<file path="config.mk">
export PLATFORM = sky130hd
export DESIGN_NAME = pvc_queue
export DESIGN_NICKNAME = d
export VERILOG_FILES = /design/src/rtl/pvc_pkg.sv /design/src/rtl/pvc_queue.sv
export SDC_FILE = /design/constraint.sdc
export NUM_CORES = 1
export LEC_CHECK = 0
export BUFFER_PORTS_ARGS = -buffer_cell sky130_fd_sc_hd__buf_4
export CORE_ASPECT_RATIO = 0.7
export CORE_MARGIN = 1.5
export CORE_UTILIZATION = 35
export DETAILED_ROUTE_END_ITERATION = 10
export SLEW_MARGIN = 20
export SYNTH_ARGS = -nofsm -noshare
export SYNTH_HDL_FRONTEND = slang
export SYNTH_SLANG_ARGS = --single-unit
</file>
<file path="constraint.sdc">
create_clock -name i_clk -period 7.6 [get_ports i_clk]
set_input_delay 0.76 -clock i_clk [delete_from_list [all_inputs] [get_ports i_clk]]
set_output_delay 0.76 -clock i_clk [all_outputs]
set_load 0.01 [all_outputs]
</file>
<file path="src/rtl/pvc_pkg.sv">
// ----------------------------------------------------------------------------
// pvc_pkg
// Shared types and constants of the polygon convexity / area / centroid core.
// ----------------------------------------------------------------------------
package pvc_pkg;

    localparam int COORD_BITS = 16;
    localparam int SUM_W      = 20;
    localparam int SHOE_W     = 37;
    localparam int AREA_W     = 36;
    localparam int NCNT_W     = 4;
    localparam int DIFF_W     = COORD_BITS + 1;
    localparam int TPROD_W    = 2 * DIFF_W;
    localparam int TURN_W     = TPROD_W + 1;
    localparam int SPROD_W    = 2 * COORD_BITS;

    typedef enum logic [1:0] {
        ST_OK   = 2'd0,
        ST_FEW  = 2'd1,
        ST_MANY = 2'd2
    } t_status;

    typedef enum logic [1:0] {
        OP_ACC,
        OP_CLOSE,
        OP_ERR
    } t_op;

    typedef enum logic [2:0] {
        BS_RUN,
        BS_C1,
        BS_C2,
        BS_DRAIN,
        BS_DIV,
        BS_OUT
    } t_bstate;

    typedef struct packed {
        logic signed [15:0] vertex_x;
        logic signed [15:0] vertex_y;
        logic               is_last;
    } t_vertex;

    typedef struct packed {
        t_status            status;
        logic               is_convex;
        logic [35:0]        double_area;
        logic signed [15:0] centre_x;
        logic signed [15:0] centre_y;
    } t_result;

    typedef struct packed {
        logic signed [COORD_BITS-1:0] x;
        logic signed [COORD_BITS-1:0] y;
    } t_point;

    // one queue entry per vertex that needs work in the back part
    typedef struct packed {
        t_op                     op;
        t_status                 status;
        logic                    do_turn;
        logic                    do_shoe;
        t_point                  pa;
        t_point                  pb;
        t_point                  pv;
        t_point                  f0;
        t_point                  f1;
        logic signed [SUM_W-1:0] sum_x;
        logic signed [SUM_W-1:0] sum_y;
        logic [NCNT_W-1:0]       n;
    } t_cmd;

    typedef struct packed {
        logic   valid;
        t_point a;
        t_point b;
        t_point c;
        logic   do_turn;
        logic   do_shoe;
        logic   is_t0;
    } t_uop;

    function automatic logic signed [DIFF_W-1:0] diff_of(
        input logic signed [COORD_BITS-1:0] p,
        input logic signed [COORD_BITS-1:0] q
    );
        return {p[COORD_BITS-1], p} - {q[COORD_BITS-1], q};
    endfunction

endpackage

</file>
<file path="src/rtl/pvc_queue.sv">
// ----------------------------------------------------------------------------
// pvc_queue
// Short command queue between the vertex front part and the arithmetic back.
// ----------------------------------------------------------------------------
module pvc_queue #(
    parameter int DEPTH = 4
) (
    input  logic          i_clk,
    input  logic          i_rst_n,
    input  logic          i_push,
    input  pvc_pkg::t_cmd i_data,
    output logic          o_full,
    input  logic          i_pop,
    output logic          o_empty,
    output pvc_pkg::t_cmd o_data
);
    import pvc_pkg::*;

    localparam int AW = (DEPTH > 1) ? $clog2(DEPTH) : 1;
    localparam int CW = $clog2(DEPTH + 1);

    t_cmd            r_mem [DEPTH];
    logic [AW-1:0]   r_wptr, n_wptr;
    logic [AW-1:0]   r_rptr, n_rptr;
    logic [CW-1:0]   r_cnt, n_cnt;
    logic            wr_en, rd_en;

    assign o_full  = (r_cnt == CW'(DEPTH));
    assign o_empty = (r_cnt == '0);
    assign o_data  = r_mem[r_rptr];
    assign wr_en   = i_push && !o_full;
    assign rd_en   = i_pop && !o_empty;

    always_comb begin
        n_wptr = r_wptr;
        n_rptr = r_rptr;
        n_cnt  = r_cnt;
        if (wr_en) begin
            n_wptr = (r_wptr == AW'(DEPTH - 1)) ? '0 : r_wptr + AW'(1);
        end
        if (rd_en) begin
            n_rptr = (r_rptr == AW'(DEPTH - 1)) ? '0 : r_rptr + AW'(1);
        end
        case ({wr_en, rd_en})
            2'b10:   n_cnt = r_cnt + CW'(1);
            2'b01:   n_cnt = r_cnt - CW'(1);
            default: n_cnt = r_cnt;
        endcase
    end

    always_ff @(posedge i_clk) begin
        if (!i_rst_n) begin
            r_wptr <= '0;
            r_rptr <= '0;
            r_cnt  <= '0;
        end else begin
            r_wptr <= n_wptr;
            r_rptr <= n_rptr;
            r_cnt  <= n_cnt;
        end
    end

    always_ff @(posedge i_clk) begin
        if (wr_en) begin
            r_mem[r_wptr] <= i_data;
        end
    end

endmodule

</file>
# Word-level counts from Yosys, hierarchy flattened

Memories as Yosys holds them, arrays and structs flattened. A register that Yosys moved wholly into a read port is not among the register bits.
Index checks and enable logic that the tools add are counted.

Flip-flop bits (word level): 7
Bits in writable memories: 840
Bits of input ports: 214
Output and inout bits: 212
Logic and storage cells: 26
Memories: 1

Memory list:

| memory | words | width | read ports | clocked after memory_dff | wr ports | line            | RTL |
|---|---|---|---|---|---|---|---|
| r_mem  | 4     | 210   | 1          | 1                        | 1        | pvc_queue.sv:22 | `t_cmd r_mem [DEPTH];` |

Add/sub/neg operators: 4
Equality and inequality tests: 5
Muxes and demuxes: 7
Reductions and logical operators: 6

Operator list:

| kind                                                               | count |
|---|---|
| 2-bit two-way mux                                                  | 4 |
| 2-bit == test, second input constant                               | 3 |
| 3-bit case mux with 2 select lines                                 | 1 |
| 2-bit by 1-bit adder with 2-bit output, second input constant      | 2 |
| 3-bit by 1-bit adder with 3-bit output, second input constant      | 1 |
| 3-bit == test, second input constant                               | 1 |
| 3-bit zero test                                                    | 1 |
| 3-bit by 1-bit subtractor with 3-bit output, second input constant | 1 |
| 2-bit by 1-bit == test with 1-bit output, second input constant    | 1 |
| 1-bit logical AND                                                  | 2 |
| 1-bit zero test                                                    | 2 |
| 1-bit two-way mux                                                  | 2 |
| 2-bit nonzero test                                                 | 1 |

# Depth between registers and ports, before layout

Word-level depth: 5
Mapped depth: 10
Mapped depth without buffers: 9

# Worst setup path before layout

Ideal clock, no wire load.

Kind: input -> register
Start point: input i_push
End point: memory r_mem[1][0] (netlist name), enable pin
Data arrival time: 5.921 ns
Slack: 1.083 ns
Stages: 3
Path buffers: 1
Cell sequence: nor2b_1 -> clkbuf_1 -> and2_1

Word-level cells in the longest chain between the ends: 3

Ends and longest elaborated chain:

| element                                 | line            | RTL |
|---|---|---|
| from (decl)                             | pvc_queue.sv:10 | `input logic i_push,` |
| 1-bit logical AND                       | pvc_queue.sv:31 | `assign wr_en = i_push && !o_full;` |
| 1-bit two-way mux                       | pvc_queue.sv:64 | `if (wr_en) begin` |
| 1-bit two-way mux (not written as such) | pvc_queue.sv:65 | `r_mem[r_wptr] <= i_data;` |
| to (decl)                               | pvc_queue.sv:22 |  |

No other way between the ends.

==> results.toml <==
[logic_synthesis]
netlist-cell-type-count = 25
ys_warn_count = 0
seq_area_frac_synth_pct = 81.9
syn_inst = 1153
postSynthAreaPerCell_um2 = 26.9
ys_ff_latch = 849
netlist.area_leader.share_pct = 81.3
synth_area_leaders = "edfxtp_1 81%, mux4_2 15%, buf_12 1.4%, dfxtp_1 0.58%, buf_2 0.32%"
netlist_area_um2 = 31000
syn_nets = 1374
yosysTopAreaCell = "edfxtp_1"

[timing]
setup_viol = 0
maxSlewViolCount = 0
finClkSkew_ns = 0.0263
fmax_ghz = 0.250
slew_headroom_pct = 30.1
finalHoldWorstSlack_ns = 0.332
worst_pin_slew_ns = 1.05
finalHoldViolCount = 0
setup_tns_ns = 0
period_needed_ns = 4.00
rsz0062_at_grt = "false"
fin_crit_sh_pct = 52.7

[finish]
fillers = 7543
final_cell_mix = "840 x edfxtp_1, 430 x buf_4, 210 x mux4_2"
mostFrequentLayoutCell = "edfxtp_1"
register_area_um2 = 25400
drive_above_1_share_pct = 45.2
final_cells = 2856
syn_to_final_growth_pct = 22.0
nets = 1847
multi_input_area_um2 = 5010
postLayoutCoreUtil_pct = 43.0

[floorplanning]
pin_count = 426
die_h_um = 252
core_area_um2 = 87900
dieArea_um2 = 90400
initial_core_util_pct = 35.3
rows = 91
die_w_um = 359

[routing]
antenna_left = 0
drc = 0
drt_iter0_drc = 992
avgRoutedWirePerCell_um = 21.9
vias = 13700
firstDrtPassIters = 4
routed_wl_um = 62500
vias_per_cell = 4.80

[worst_setup_path]
rr_startpoint = "r_cnt[0]"
endpoint_kind = "primary output"
crit_type = "flip-flop to primary output"
critPathTopFamily = "flip-flops"
worstSetupStartpointType = "flip-flop"
critPathArrivalTime_ns = 3.24
crit_fanout = 96
critPathRequiredTime_ns = 6.84
cp_cell_sequence = "buf_12 -> mux4_2 -> buf_4"
critPathBufInv = 2
reg2reg_depth = 4
slowest_delay_ns = 0.91
rrSetupSlack_ns = 4.61
cpMaxStageDelayCell = "dfxtp_4"
r2r_end = "r_mem[3][121]"

[power]
power_frac_seq_pct = 46.2
comb_power_share_pct = 23.3
p_int_w = 0.00932
leakage_nw = 12.4
switching_share_pct = 26.1
power_switching_w = 0.00329
peakVddDrop_uv = 216
power_frac_clock_pct = 30.5
p_per_area_nw_per_um2 = 334

[global_route]
grt_max_degree = 115
gr-total-overflow = 0
antenna_found_initial = 7
grt_pass1_wl_um = 92300
track_usage_pct = 13.7
grt_pass1_vias = 14700

[clocking]
clock_tree.root_cell = "clkbuf_16"
cts-resized-gates = 0
clock_latency_ns = 0.62
cts_hold_buf = 0
postCtsSetupBuffers = 0
ctsHtreeMaxLevel = 3
clockBufferDepth = 3
clk_pin_slew_ns = 0.06
cts-buffers-inserted = 83
cts_tree = "built"
clock_sinks = 849

[placement]
portBuffers = 425
hpwl_um = 36500
placedCellCount = 2703
place.gp.congestion = 0.723

[run_status]
outcome = "finished, final reports clean"

[flow_run]
maxCapViolations = 0

[hold_path]
min_from = "i_data[17]"
hold-path-endpoint = "r_mem[1][17]"
min_path_type = "primary input to flip-flop"
whs_path_depth = 1
==> power groups by stage <==
stage | Sequential (W) | Combinational (W) | Clock (W)
after floorplan | 0.00593 | 0.00189 | 0
after global placement | 0.00591 | 0.00301 | 0
after detailed placement | 0.00594 | 0.00302 | 0
after CTS | 0.00584 | 0.00303 | 0.00396
after global routing | 0.00587 | 0.00316 | 0.00413
final | 0.00583 | 0.00294 | 0.00385
==> registers in the layout, summed over array words and instances, names as in the netlist, named ones only <==
name	count
r_wptr	2
r_cnt	3
r_mem	840
r_rptr	2
==> logic make-up after synthesis <==
group,share of synthesized area (%)
adder cells (fa/ha/maj),0.307
multiplexers,15.3
AO/OA/AOI/OAI,0.113
buffers and inverters,1.95
AND/OR/NAND/NOR,0.343
flip-flops,81.9
XOR/XNOR,0.0565
==> stage by stage <==
stage	power, W	setup slack (ns)	area, um^2
global placement	0.00891	4.18	35300
CTS	0.0128	3.47	37800
detailed placement	0.00895	4.20	35300
global route	0.0132	3.30	37800
finish	0.0126	3.60	37800
floorplan	0.00782	1.08	31000
==> metal layers <==
metal | wire length, um | global-route usage (%)
met5 | 66 | 0
met4 | 1160 | 3.69
met3 | 4900 | 4.48
met2 | 29600 | 21.2
met1 | 26700 | 18.5
==> worst max-delay path by stage <==
| stage | startpoint | endpoint | cells after the start |
|---|---|---|---|
| 2_1_floorplan | i_push | r_mem[1][0] | 3 |
| 3_3_place_gp | flip-flop | o_data[192] | 3 |
| 4_1_cts | flip-flop | o_data[12] | 3 |
| 6_report | flip-flop | o_data[120] | 3 |
| 5_1_grt | flip-flop | o_data[12] | 3 |
| 3_5_place_dp | flip-flop | o_data[12] | 3 |
==> cell usage after synthesis <==
master    count
buf_12       22
and2_1        6
mux4_2      210
inv_1         7
edfxtp_1    840
buf_6         1
nor2_1        2
nor3b_1       1
mux2i_1       2
a21boi_0      1
or3_1         1
nor3_1        1
nand2_1       7
o21ai_0       4
o31ai_1       1
nor2b_1       1
nand3_1       2
ha_1          6
clkbuf_1      5
fa_1          1
dfxtp_1       9
xor2_1        1
xnor2_1       1
buf_4         1
buf_2        20
==> area by class of cell <==
class / count / area share, %
flip-flops and latches: 849 / 67.2
repair buffers: 437 / 8.91
multi-input cells: 248 / 13.3
inverters: 7 / 0.0695
clock buffers: 101 / 5.78
well taps: 1162 / 3.84
diodes: 3 / 0.0198
clock inverters: 49 / 0.939
(Power assumes the default switching activity.)
