### src/rtl/pvc_pkg.sv
// ----------------------------------------------------------------------------
// pvc_pkg
// Shared types and constants of the polygon convexity / area / centroid core.
// ----------------------------------------------------------------------------
package pvc_pkg;

    localparam int COORD_BITS = 16;
    localparam int SUM_W      = 20;
    localparam int SHOE_W     = 37;
    localparam int AREA_W     = 36;
    localparam int NCNT_W     = 4;
    localparam int DIFF_W     = COORD_BITS + 1;
    localparam int TPROD_W    = 2 * DIFF_W;
    localparam int TURN_W     = TPROD_W + 1;
    localparam int SPROD_W    = 2 * COORD_BITS;

    typedef enum logic [1:0] {
        ST_OK   = 2'd0,
        ST_FEW  = 2'd1,
        ST_MANY = 2'd2
    } t_status;

    typedef enum logic [1:0] {
        OP_ACC,
        OP_CLOSE,
        OP_ERR
    } t_op;

    typedef enum logic [2:0] {
        BS_RUN,
        BS_C1,
        BS_C2,
        BS_DRAIN,
        BS_DIV,
        BS_OUT
    } t_bstate;

    typedef struct packed {
        logic signed [15:0] vertex_x;
        logic signed [15:0] vertex_y;
        logic               is_last;
    } t_vertex;

    typedef struct packed {
        t_status            status;
        logic               is_convex;
        logic [35:0]        double_area;
        logic signed [15:0] centre_x;
        logic signed [15:0] centre_y;
    } t_result;

    typedef struct packed {
        logic signed [COORD_BITS-1:0] x;
        logic signed [COORD_BITS-1:0] y;
    } t_point;

    // one queue entry per vertex that needs work in the back part
    typedef struct packed {
        t_op                     op;
        t_status                 status;
        logic                    do_turn;
        logic                    do_shoe;
        t_point                  pa;
        t_point                  pb;
        t_point                  pv;
        t_point                  f0;
        t_point                  f1;
        logic signed [SUM_W-1:0] sum_x;
        logic signed [SUM_W-1:0] sum_y;
        logic [NCNT_W-1:0]       n;
    } t_cmd;

    typedef struct packed {
        logic   valid;
        t_point a;
        t_point b;
        t_point c;
        logic   do_turn;
        logic   do_shoe;
        logic   is_t0;
    } t_uop;

    function automatic logic signed [DIFF_W-1:0] diff_of(
        input logic signed [COORD_BITS-1:0] p,
        input logic signed [COORD_BITS-1:0] q
    );
        return {p[COORD_BITS-1], p} - {q[COORD_BITS-1], q};
    endfunction

endpackage

### src/rtl/pvc_front.sv
// ----------------------------------------------------------------------------
// pvc_front
// Vertex intake: tracks first and recent vertices, count and coordinate sums,
// and turns each later in-range vertex and each closing one into a command.
// ----------------------------------------------------------------------------
module pvc_front #(
    parameter int MAX_VERTICES = 8
) (
    input  logic             i_clk,
    input  logic             i_rst_n,
    input  logic             i_push,
    input  pvc_pkg::t_vertex i_vertex,
    output logic             o_full,
    output logic             o_q_push,
    output pvc_pkg::t_cmd    o_q_cmd,
    input  logic             i_q_full
);
    import pvc_pkg::*;

    localparam int CNT_W = $clog2(MAX_VERTICES + 2);
    localparam logic [CNT_W-1:0] MAX_C = CNT_W'(MAX_VERTICES);

    logic [CNT_W-1:0]        r_count, n_count;
    t_point                  r_f0, n_f0;
    t_point                  r_f1, n_f1;
    t_point                  r_r0, n_r0;
    t_point                  r_r1, n_r1;
    logic signed [SUM_W-1:0] r_sum_x, n_sum_x;
    logic signed [SUM_W-1:0] r_sum_y, n_sum_y;

    t_point                  v;
    logic                    accept;
    logic                    in_range;
    logic [CNT_W-1:0]        cnt_inc;
    logic signed [SUM_W-1:0] sum_x_add, sum_y_add;

    assign v.x    = i_vertex.vertex_x;
    assign v.y    = i_vertex.vertex_y;
    assign o_full = i_q_full;
    assign accept = i_push && !i_q_full;

    always_comb begin
        in_range  = (r_count < MAX_C);
        cnt_inc   = (r_count <= MAX_C) ? r_count + CNT_W'(1) : r_count;
        sum_x_add = r_sum_x + {{(SUM_W - COORD_BITS){v.x[COORD_BITS-1]}}, v.x};
        sum_y_add = r_sum_y + {{(SUM_W - COORD_BITS){v.y[COORD_BITS-1]}}, v.y};

        n_count = r_count;
        n_f0    = r_f0;
        n_f1    = r_f1;
        n_r0    = r_r0;
        n_r1    = r_r1;
        n_sum_x = r_sum_x;
        n_sum_y = r_sum_y;

        o_q_push        = 1'b0;
        o_q_cmd         = '0;
        o_q_cmd.op      = OP_ACC;
        o_q_cmd.status  = ST_OK;
        o_q_cmd.pa      = r_r0;
        o_q_cmd.pb      = r_r1;
        o_q_cmd.pv      = v;
        o_q_cmd.f0      = r_f0;
        o_q_cmd.f1      = r_f1;
        o_q_cmd.sum_x   = sum_x_add;
        o_q_cmd.sum_y   = sum_y_add;
        o_q_cmd.n       = NCNT_W'(cnt_inc);
        o_q_cmd.do_turn = (r_count >= CNT_W'(2));
        o_q_cmd.do_shoe = 1'b1;

        if (accept) begin
            if (in_range) begin
                if (r_count == '0) begin
                    n_f0 = v;
                end
                if (r_count == CNT_W'(1)) begin
                    n_f1 = v;
                end
                n_r0    = r_r1;
                n_r1    = v;
                n_sum_x = sum_x_add;
                n_sum_y = sum_y_add;
            end
            n_count = cnt_inc;

            if (i_vertex.is_last) begin
                o_q_push = 1'b1;
                if (cnt_inc < CNT_W'(3)) begin
                    o_q_cmd.op     = OP_ERR;
                    o_q_cmd.status = ST_FEW;
                end else if (cnt_inc > MAX_C) begin
                    o_q_cmd.op     = OP_ERR;
                    o_q_cmd.status = ST_MANY;
                end else begin
                    o_q_cmd.op = OP_CLOSE;
                end
                // polygon closed, start over
                n_count = '0;
                n_f0    = '0;
                n_f1    = '0;
                n_r0    = '0;
                n_r1    = '0;
                n_sum_x = '0;
                n_sum_y = '0;
            end else if (in_range && (r_count != '0)) begin
                o_q_push = 1'b1;
            end
        end
    end

    always_ff @(posedge i_clk) begin
        if (!i_rst_n) begin
            r_count <= '0;
            r_f0    <= '0;
            r_f1    <= '0;
            r_r0    <= '0;
            r_r1    <= '0;
            r_sum_x <= '0;
            r_sum_y <= '0;
        end else begin
            r_count <= n_count;
            r_f0    <= n_f0;
            r_f1    <= n_f1;
            r_r0    <= n_r0;
            r_r1    <= n_r1;
            r_sum_x <= n_sum_x;
            r_sum_y <= n_sum_y;
        end
    end

endmodule

### config.mk
export PLATFORM = sky130hd
export DESIGN_NAME = pvc_front
export DESIGN_NICKNAME = d
export VERILOG_FILES = /design/src/rtl/pvc_pkg.sv /design/src/rtl/pvc_front.sv
export SDC_FILE = /design/constraint.sdc
export NUM_CORES = 1
export LEC_CHECK = 0
export BUFFER_PORTS_ARGS = -buffer_cell sky130_fd_sc_hd__buf_2
export CAP_MARGIN = 20
export CORE_UTILIZATION = 40
export CTS_BUF_LIST = sky130_fd_sc_hd__clkbuf_4 sky130_fd_sc_hd__clkbuf_8
export DETAILED_ROUTE_END_ITERATION = 8
export SLEW_MARGIN = 20
export SYNTH_ARGS = -nofsm -noshare
export SYNTH_HDL_FRONTEND = slang
export SYNTH_SLANG_ARGS = --single-unit
### constraint.sdc
create_clock -name i_clk -period 2.36 [get_ports i_clk]
set_input_delay 0.118 -clock i_clk [delete_from_list [all_inputs] [get_ports i_clk]]
set_output_delay 0.118 -clock i_clk [all_outputs]
set_load 0.05 [all_outputs]
== Yosys cells after proc, flatten, opt, wreduce, memory -nomap -nowiden ==
Cells that the tools add are included.

* Bits in registers: 172
* Word-level logic and storage cells: 55
* Output and inout port bits: 212

* Muxes and demuxes: 24
* Eq/ne operators: 1
* Reductions and logical operators: 11
* Magnitude comparators: 5
* Add/sub/neg operators: 3

{| class="wikitable"
|+ Operators with widths
! kind !! number
|-
| $mux W32 || 10
|-
| $mux W20 || 4
|-
| $add A20 B20 Y20 || 2
|-
| $mux W4 || 5
|-
| $reduce_and A3 Y1 || 2
|-
| $reduce_bool A2 Y1 || 3
|-
| $add A4 B1 Y4 const B || 1
|-
| $eq A4 B1 Y1 const B || 1
|-
| $ge A4 B2 Y1 const B || 1
|-
| $gt A4 B4 Y1 const B || 1
|-
| $le A4 B4 Y1 const B || 1
|-
| $logic_not A4 Y1 || 1
|-
| $lt A4 B2 Y1 const B || 1
|-
| $lt A4 B4 Y1 const B || 1
|-
| $mux W2 || 2
|-
| $reduce_bool A4 Y1 || 1
|-
| $mux W1 || 3
|-
| $logic_and A1 B1 Y1 || 2
|-
| $reduce_and A2 Y1 || 1
|-
| $logic_not A1 Y1 || 1
|}

== Longest topological paths before layout ==
Gate-level depths: netlist (run 1).

* Word-level depth: 7
* Gate-level depth with buffers: 10
* Mapped depth without buffers: 10

== Worst setup path before layout (run 1) ==
OpenSTA, ideal clock, no wires.

* Path type: register to output
* From: reg r_count[1]
* To: out o_q_cmd[209] (netlist bit)
* Data required time: 2.242 ns
* Data arrival time: 3.646 ns
* Setup slack: -1.404 ns
* Cell stages (with the launch flop): 5
* Cells stage by stage: dfxtp_1 inv_1 o31ai_1 nor3b_1 or2_2

{| class="wikitable"
|+ RTL lines
! element !! RTL line !! source
|-
| start: declaration || pvc_front.sv:23 || <nowiki>logic [CNT_W-1:0] r_count, n_count;</nowiki>
|-
| start signal: assignment || pvc_front.sv:121 || <nowiki>r_count <= n_count;</nowiki>
|-
| end: declaration || pvc_front.sv:15 || <nowiki>output pvc_pkg::t_cmd o_q_cmd,</nowiki>
|}

==> impl_metrics.py, run 1 <==
metrics = {
    "synth": {
        "synth_top_family_by_area": "compound AO/OA/AOI/OAI gates",
        "syn-num-nets": 991,
        "muxShareOfSynthArea": 0.002502,
        "ys_async_sr_fraction": 0,
        "synth_edf_count": 0,
        "syn_avg_cell_area_um2": 9.332,
        "synth_commonest_cells": "dfxtp_1 (172), nor2b_1 (153), a22oi_1 (148)",
        "yosysMostFrequentCell": "dfxtp_1",
        "ys.flop_type": "dfxtp_1",
        "synth_seq_cells": 172,
        "ys_types": 55,
        "synth-compound-area-share": 0.2524,
        "synth_top_area_frac": 0.4050,
        "yosysWarnings": 0,
        "yosysTopAreaCell": "dfxtp_1",
        "syn_area_um2": 8502,
        "yosys.area_share.xor_xnor": 0.03503,
        "yosysSeqAreaShare": 0.4050,
        "synth.area.top_cells": "dfxtp_1 (41%), a22oi_1 (13%), nor2b_1 (11%), ha_1 (6.0%), buf_4 (3.0%)",
        "synthSimpleGateAreaFrac": 0.1726,
        "synthAdderAreaFrac": 0.06505,
        "synthCells": 911,
    },
    "critical_path": {
        "crit_chain": "ha_4 > inv_2 > fa_2 > nor2b_1 > o21ai_2 > a21oi_4 > o2111ai_4 > a21oi_2 > or3_4 > and2_4 > buf_8",
        "crit_path_end_kind": "output port",
        "cp_max_fo": 3,
        "slowest_stage": "or3_4",
        "crit_required_ns": 2.24,
        "critPathKind": "flop to output port",
        "critical_path.startpoint_type": "flop",
        "cp_slowest_stage_delay_ns": 0.38,
        "cp_data_arrival_time_ns": 2.61,
    },
    "global_route": {
        "grt_pass1_wl_mm": 42.32,
        "grt_max_degree": 84,
        "grt_usage": 0.2459,
        "antenna_found_initial": 0,
        "grt_pass1_vias": 7669,
        "grt_remaining_overflow": 0,
    },
    "power": {
        "switching_share": 0.3498,
        "switchingPower_uw": 2548,
        "pwr-share-clk": 0.306,
        "p_int_uw": 4736,
        "ir_worst_vdd_mv": 0.3578,
        "leakage_uw": 0.005439,
        "power.total_uw": 7284,
        "power_density_nw_per_um2": 579.5,
        "power_frac_seq": 0.414,
        "comb_power_share": 0.280,
    },
    "sta": {
        "worst_slack_ns": -0.3710,
        "hold_slack_ns": 0.01573,
        "hold_violations": 0,
        "worst_slew_margin_rel": 0.5790,
        "tightest_slew_ns": 0.6315,
        "period_minus_slack_ns": 2.731,
        "finClkSkew_ns": 0.01638,
        "setup_viol": 30,
        "slew_viol_final": 0,
        "finalCritPeriodShare": 1.157,
        "tns_ns": -6.096,
        "grt_setup_unrepaired": "true",
        "max_clock_freq_ghz": 0.3662,
    },
    "routing": {
        "drc_errors": 0,
        "route.detailed.vias_per_inst": 5.333,
        "ant_nets": 0,
        "wl_mm": 27.67,
        "firstDrtPassIters": 5,
        "drt_iter0_markers": 327,
        "vias": 7962,
        "avgRoutedWirePerCell_um": 18.53,
    },
    "final_layout": {
        "seq_area_um2": 3461,
        "stdcell_count": 1493,
        "fill_cells": 1755,
        "n_antenna_cell": 0,
        "drive_above_1_share": 0.4554,
        "design_area_um2": 12570,
        "area_delta_synth_final_pct": 47.86,
        "multi_input_area_um2": 5703,
        "nNetsFinal": 1290,
    },
    "floorplanning": {
        "core_um2": 20560,
        "start_util": 0.4135,
        "die_area_um2": 21840,
        "rows": 52,
        "die_h_um": 147.8,
        "ios": 249,
        "die_x_um": 147.8,
    },
    "clocking": {
        "clockRootBuffer": "clkbuf_8",
        "cts_sinks": 172,
        "clk_pin_slew_ns": 0.10,
        "cts.htree.levels": 4,
        "cts_buffers": 17,
        "cts_tree": "built",
        "clock_latency_ns": 0.47,
        "clockBufferDepth": 2,
    },
    "place": {
        "portBuffers": 247,
        "globalplace.congestion": 0.8219,
        "dp_hpwl_mm": 18.34,
        "placed_cell_area_um2": 10640,
        "placed_cells": 1419,
    },
    "hold_path": {
        "hp-class": "input pin to flop",
    },
    "flow_run": {
        "maxCapViolations": 0,
    },
    "outcome": {
        "outcome": "complete, but fails checks",
        "violations": "negative setup slack",
    },
}
==> placed cells by master (no fill, tap or decap), types with 6 or more instances in the layout <==
cell type and count:
nor3_1 7, clkbuf_8 17, inv_1 12, xor2_4 7
a21o_1 16, nand2_1 27, o21ai_4 6, o21ai_0 6
a22o_1 19, inv_2 6, nand3_1 6, ha_1 15
buf_8 6, xnor2_4 7, buf_6 45, buf_4 102
o21ai_2 6, ha_4 21, buf_2 211, o21a_1 8
xnor2_2 11, dfxtp_2 14, a22oi_1 145, nor2_1 22
dfxtp_1 158, a21oi_2 7, nor2b_1 151, a21oi_1 16
==> repair_timing <==
| action | in CTS | in global routing |
|---|---|---|
| endpoints found under the setup margin | 36 | 72 |
| resized for setup | 182 | 67 |
| hold endpoints to repair | 3 | 0 |
| pin swaps | 53 | 24 |
| gates cloned | 0 | 2 |
| hold buffers | 3 | 0 |
| buffers inserted | 25 | 16 |
==> worst paths after layout <==
kind               startpoint     endpoint  slack (ns)  depth (start not counted)
setup reg to reg   r_sum_x[0]  r_sum_x[14]        0.05                         11
setup / recovery   r_sum_y[0]  o_q_cmd[20]       -0.37                         11
hold / removal    i_vertex[5]  o_q_cmd[48]        0.02                          3
hold reg to reg   r_sum_y[16]  r_sum_y[16]        0.48                          1
==> cells by family after synthesis <==
family | after synthesis
multiplexers | 2
XOR/XNOR | 34
flip-flops | 172
buffers and inverters | 111
other | 1
AO/OA/AOI/OAI | 289
AND/OR/NAND/NOR | 259
adder cells (fa/ha/maj) | 43
==> sequential cells by signal, summed over array words and instances, names as in the netlist <==
signal and count:
r_sum_x 20, r_sum_y 20, r_count 4, o_q_cmd 128
==> routing by layer <==
metal  up-vias  share of wire  GRT usage
li1       3865              -          -
met1      3843           0.44     0.3122
met2       226           0.49     0.4137
met3        28          0.054    0.06049
met4         0          0.014    0.06804
met5         -              0          0
==> area by class of cell <==
cell class,instances,share of cell area
tap,270,0.02687
multi-input combinational,628,0.4537
inverter,18,0.005375
clock buffer,18,0.01921
clock inverter,14,0.01443
sequential,172,0.2753
timing repair buffer,373,0.2051
==> critical path, delay by kind of cell, from the launching register on <==
kind                       cells  cell delay, ns
adders and majority gates      2            0.35
and+or+nand+nor                3            0.61
DFF                            1            0.34
buffers and inverters          2            0.19
AOI/OAI and AO/OA              4            0.65
==> through the flow <==
step                setup WS, ns  utilization
floorplan                -0.2964            -
global placement        -0.05700       0.5176
detailed placement       -0.1007       0.5176
CTS                      -0.4322       0.5890
global route             -0.4818       0.6114
finish                   -0.3710       0.6114
==> power groups by stage <==
stage	clock network (uW)	logic, uW	registers [uW]
final	2230	2040	3020
after global routing	2400	2150	3020
after CTS	2280	1920	3010
after detailed placement	0	1670	3070
after global placement	0	1670	3070
after floorplan	0	1100	3200
Note: power is estimated with default switching activity, not from simulation.
==> run 2, diff against run 1 <==
--- a/config.mk
+++ b/config.mk
@@ -10,6 +10,7 @@
 export CORE_UTILIZATION = 40
 export CTS_BUF_LIST = sky130_fd_sc_hd__clkbuf_4 sky130_fd_sc_hd__clkbuf_8
 export DETAILED_ROUTE_END_ITERATION = 8
+export SETUP_SLACK_MARGIN = 0.02
 export SLEW_MARGIN = 20
 export SYNTH_ARGS = -nofsm -noshare
 export SYNTH_HDL_FRONTEND = slang
==> impl_metrics.py, run 2 (synthesized netlist as in run 1, its figures left out) <==
metrics = {
    "power": {
        "leakage_uw": 0.005425,
        "ir_worst_vdd_mv": 0.3050,
        "power_density_nw_per_um2": 580.3,
        "power.total_uw": 7317,
    },
    "sta": {
        "max_clock_freq_ghz": 0.3666,
        "hold_violations": 0,
        "worst_slack_ns": -0.3677,
        "worst_slew_margin_rel": 0.6066,
        "grt_setup_unrepaired": "true",
        "period_minus_slack_ns": 2.728,
        "finalCritPeriodShare": 1.156,
        "tightest_slew_ns": 0.5902,
        "finClkSkew_ns": 0.01632,
        "slew_viol_final": 0,
        "setup_viol": 28,
    },
    "hold_path": {
        "hold_end": "o_q_cmd[89]",
        "hp-class": "input pin to flop",
        "whs_path_depth": 3,
        "hp-start": "i_vertex[14]",
    },
    "routing": {
        "wl_mm": 27.28,
        "avgRoutedWirePerCell_um": 18.33,
        "vias": 7948,
        "drc_errors": 0,
        "route.detailed.vias_per_inst": 5.341,
        "firstDrtPassIters": 5,
        "ant_nets": 0,
        "drt_iter0_markers": 474,
    },
    "global_route": {
        "grt_pass1_vias": 7596,
        "grt_pass1_wl_mm": 41.79,
        "antenna_found_initial": 0,
        "grt_usage": 0.2444,
        "grt_remaining_overflow": 0,
        "grt_max_degree": 151,
    },
    "clocking": {
        "cts_buffers": 17,
        "cts_sinks": 172,
        "clock_latency_ns": 0.46,
        "clk_pin_slew_ns": 0.10,
        "clockBufferDepth": 2,
        "cts_tree": "built",
        "clockRootBuffer": "clkbuf_8",
        "cts.htree.levels": 4,
    },
    "floorplanning": {
        "ios": 249,
        "start_util": 0.4135,
        "die_h_um": 147.8,
        "die_area_um2": 21840,
        "die_x_um": 147.8,
        "rows": 52,
        "core_um2": 20560,
    },
    "critical_path": {
        "critical_path.startpoint_type": "flop",
        "cp_max_fo": 3,
        "critPathKind": "flop to output port",
        "cp_slowest_stage_delay_ns": 0.35,
        "cp_data_arrival_time_ns": 2.61,
        "r2r_end": "r_sum_y[16]",
        "crit_path_end_kind": "output port",
        "crit_required_ns": 2.24,
        "slowest_stage": "dfxtp_2",
        "r2r-start": "r_sum_y[0]",
        "ff2ff_setup_slack_ns": 0.11,
        "worstRegToRegCells": 11,
        "crit_chain": "ha_4 > inv_2 > fa_2 > nor2b_2 > o21ai_2 > a21oi_4 > o211ai_1 > a21oi_1 > or3_1 > and2_4 > buf_8",
    },
    "place": {
        "globalplace.congestion": 0.8333,
        "portBuffers": 247,
        "place_ws_ns": -0.07139,
        "dp_hpwl_mm": 18.19,
    },
    "final_layout": {
        "drive_above_1_share": 0.4672,
        "final_cell_mix": "buf_2 (211), nor2b_1 (150), a22oi_1 (148), dfxtp_1 (148), buf_4 (102)",
        "area_delta_synth_final_pct": 48.30,
        "largest_reg_flops": 128,
        "nNetsFinal": 1285,
        "n_antenna_cell": 0,
        "final_common_cell": "buf_2",
    },
    "outcome": {
        "outcome": "complete, but fails checks",
        "violations": "negative setup slack",
    },
    "flow_run": {
        "maxCapViolations": 0,
    },
}
-- run 2: worst max path at each step --
| stage | depth (start not counted) | end | from | slack [ns] |
|---|---|---|---|---|
| after CTS | 11 | o_q_cmd[20] | r_sum_y[0] | -0.47 |
| after floorplan | 4 | o_q_cmd[209] | r_count[1] | -0.27 |
| after global placement | 11 | o_q_cmd[20] | r_sum_y[0] | -0.05 |
| after detailed placement | 11 | o_q_cmd[20] | r_sum_y[0] | -0.07 |
| final | 11 | o_q_cmd[16] | r_sum_y[0] | -0.37 |
| after global routing | 11 | o_q_cmd[16] | r_sum_y[0] | -0.48 |
-- run 2: layer usage --
layer	wire [um]	vias to the layer above	share of wire	GRT usage
met5	0	-	0	0
met4	343	0	0.013	0.06546
met3	1587	22	0.058	0.05895
met2	13330	233	0.49	0.4163
met1	12020	3825	0.44	0.3077
li1	-	3868	-	-
-- run 2: cell type report --
class | count | area, um^2
clock buffers | 18 | 247.7
repair buffers | 368 | 2500
clock inverters | 14 | 176.4
well taps | 270 | 337.8
fillers | 1752 | 7951
multi-input cells | 628 | 5803
flip-flops and latches | 172 | 3473
inverters | 18 | 70.07
-- run 2: timing repair --
action | 4_1_cts | 5_1_grt
hold buffers | 2 | 0
hold endpoints to repair | 4 | 0
pin swaps | 56 | 55
endpoints found under the setup margin | 37 | 40
resized for setup | 196 | 72
buffers inserted | 20 | 16
gates cloned | 0 | 0
-- run 2: per-stage QoR --
| step | area (um^2) | hold WS, ns | instances | utilization | TNS, ns |
|---|---|---|---|---|---|
| after detailed placement | 10710 | 0.4624 | 1424 | 0.5211 | -0.2829 |
| after floorplan | 8875 | 0.2887 | 911 | - | -0.4116 |
| after CTS | 12170 | 0.001769 | 1477 | 0.5918 | -7.225 |
| after global placement | 10710 | 0.4534 | 1424 | 0.5211 | -0.1831 |
| after global routing | 12610 | 0.01477 | 1488 | 0.6133 | -9.101 |
| final | 12610 | 0.02631 | 1488 | 0.6133 | -5.827 |
-- run 2: report_power, final --
part / internal [uW] / switching, uW / total, uW
logic: 772 / 1280 / 2050
clock network: 1010 / 1240 / 2250
registers: 2970 / 47.9 / 3020
-- run 2: critical path, delay by kind of cell (launching register included) --
family / cells / cell delay, ns
adder cells (fa/ha/maj): 2 / 0.36
buffers and inverters: 2 / 0.19
flip-flops: 1 / 0.35
AO/OA/AOI/OAI: 4 / 0.69
AND/OR/NAND/NOR: 3 / 0.57
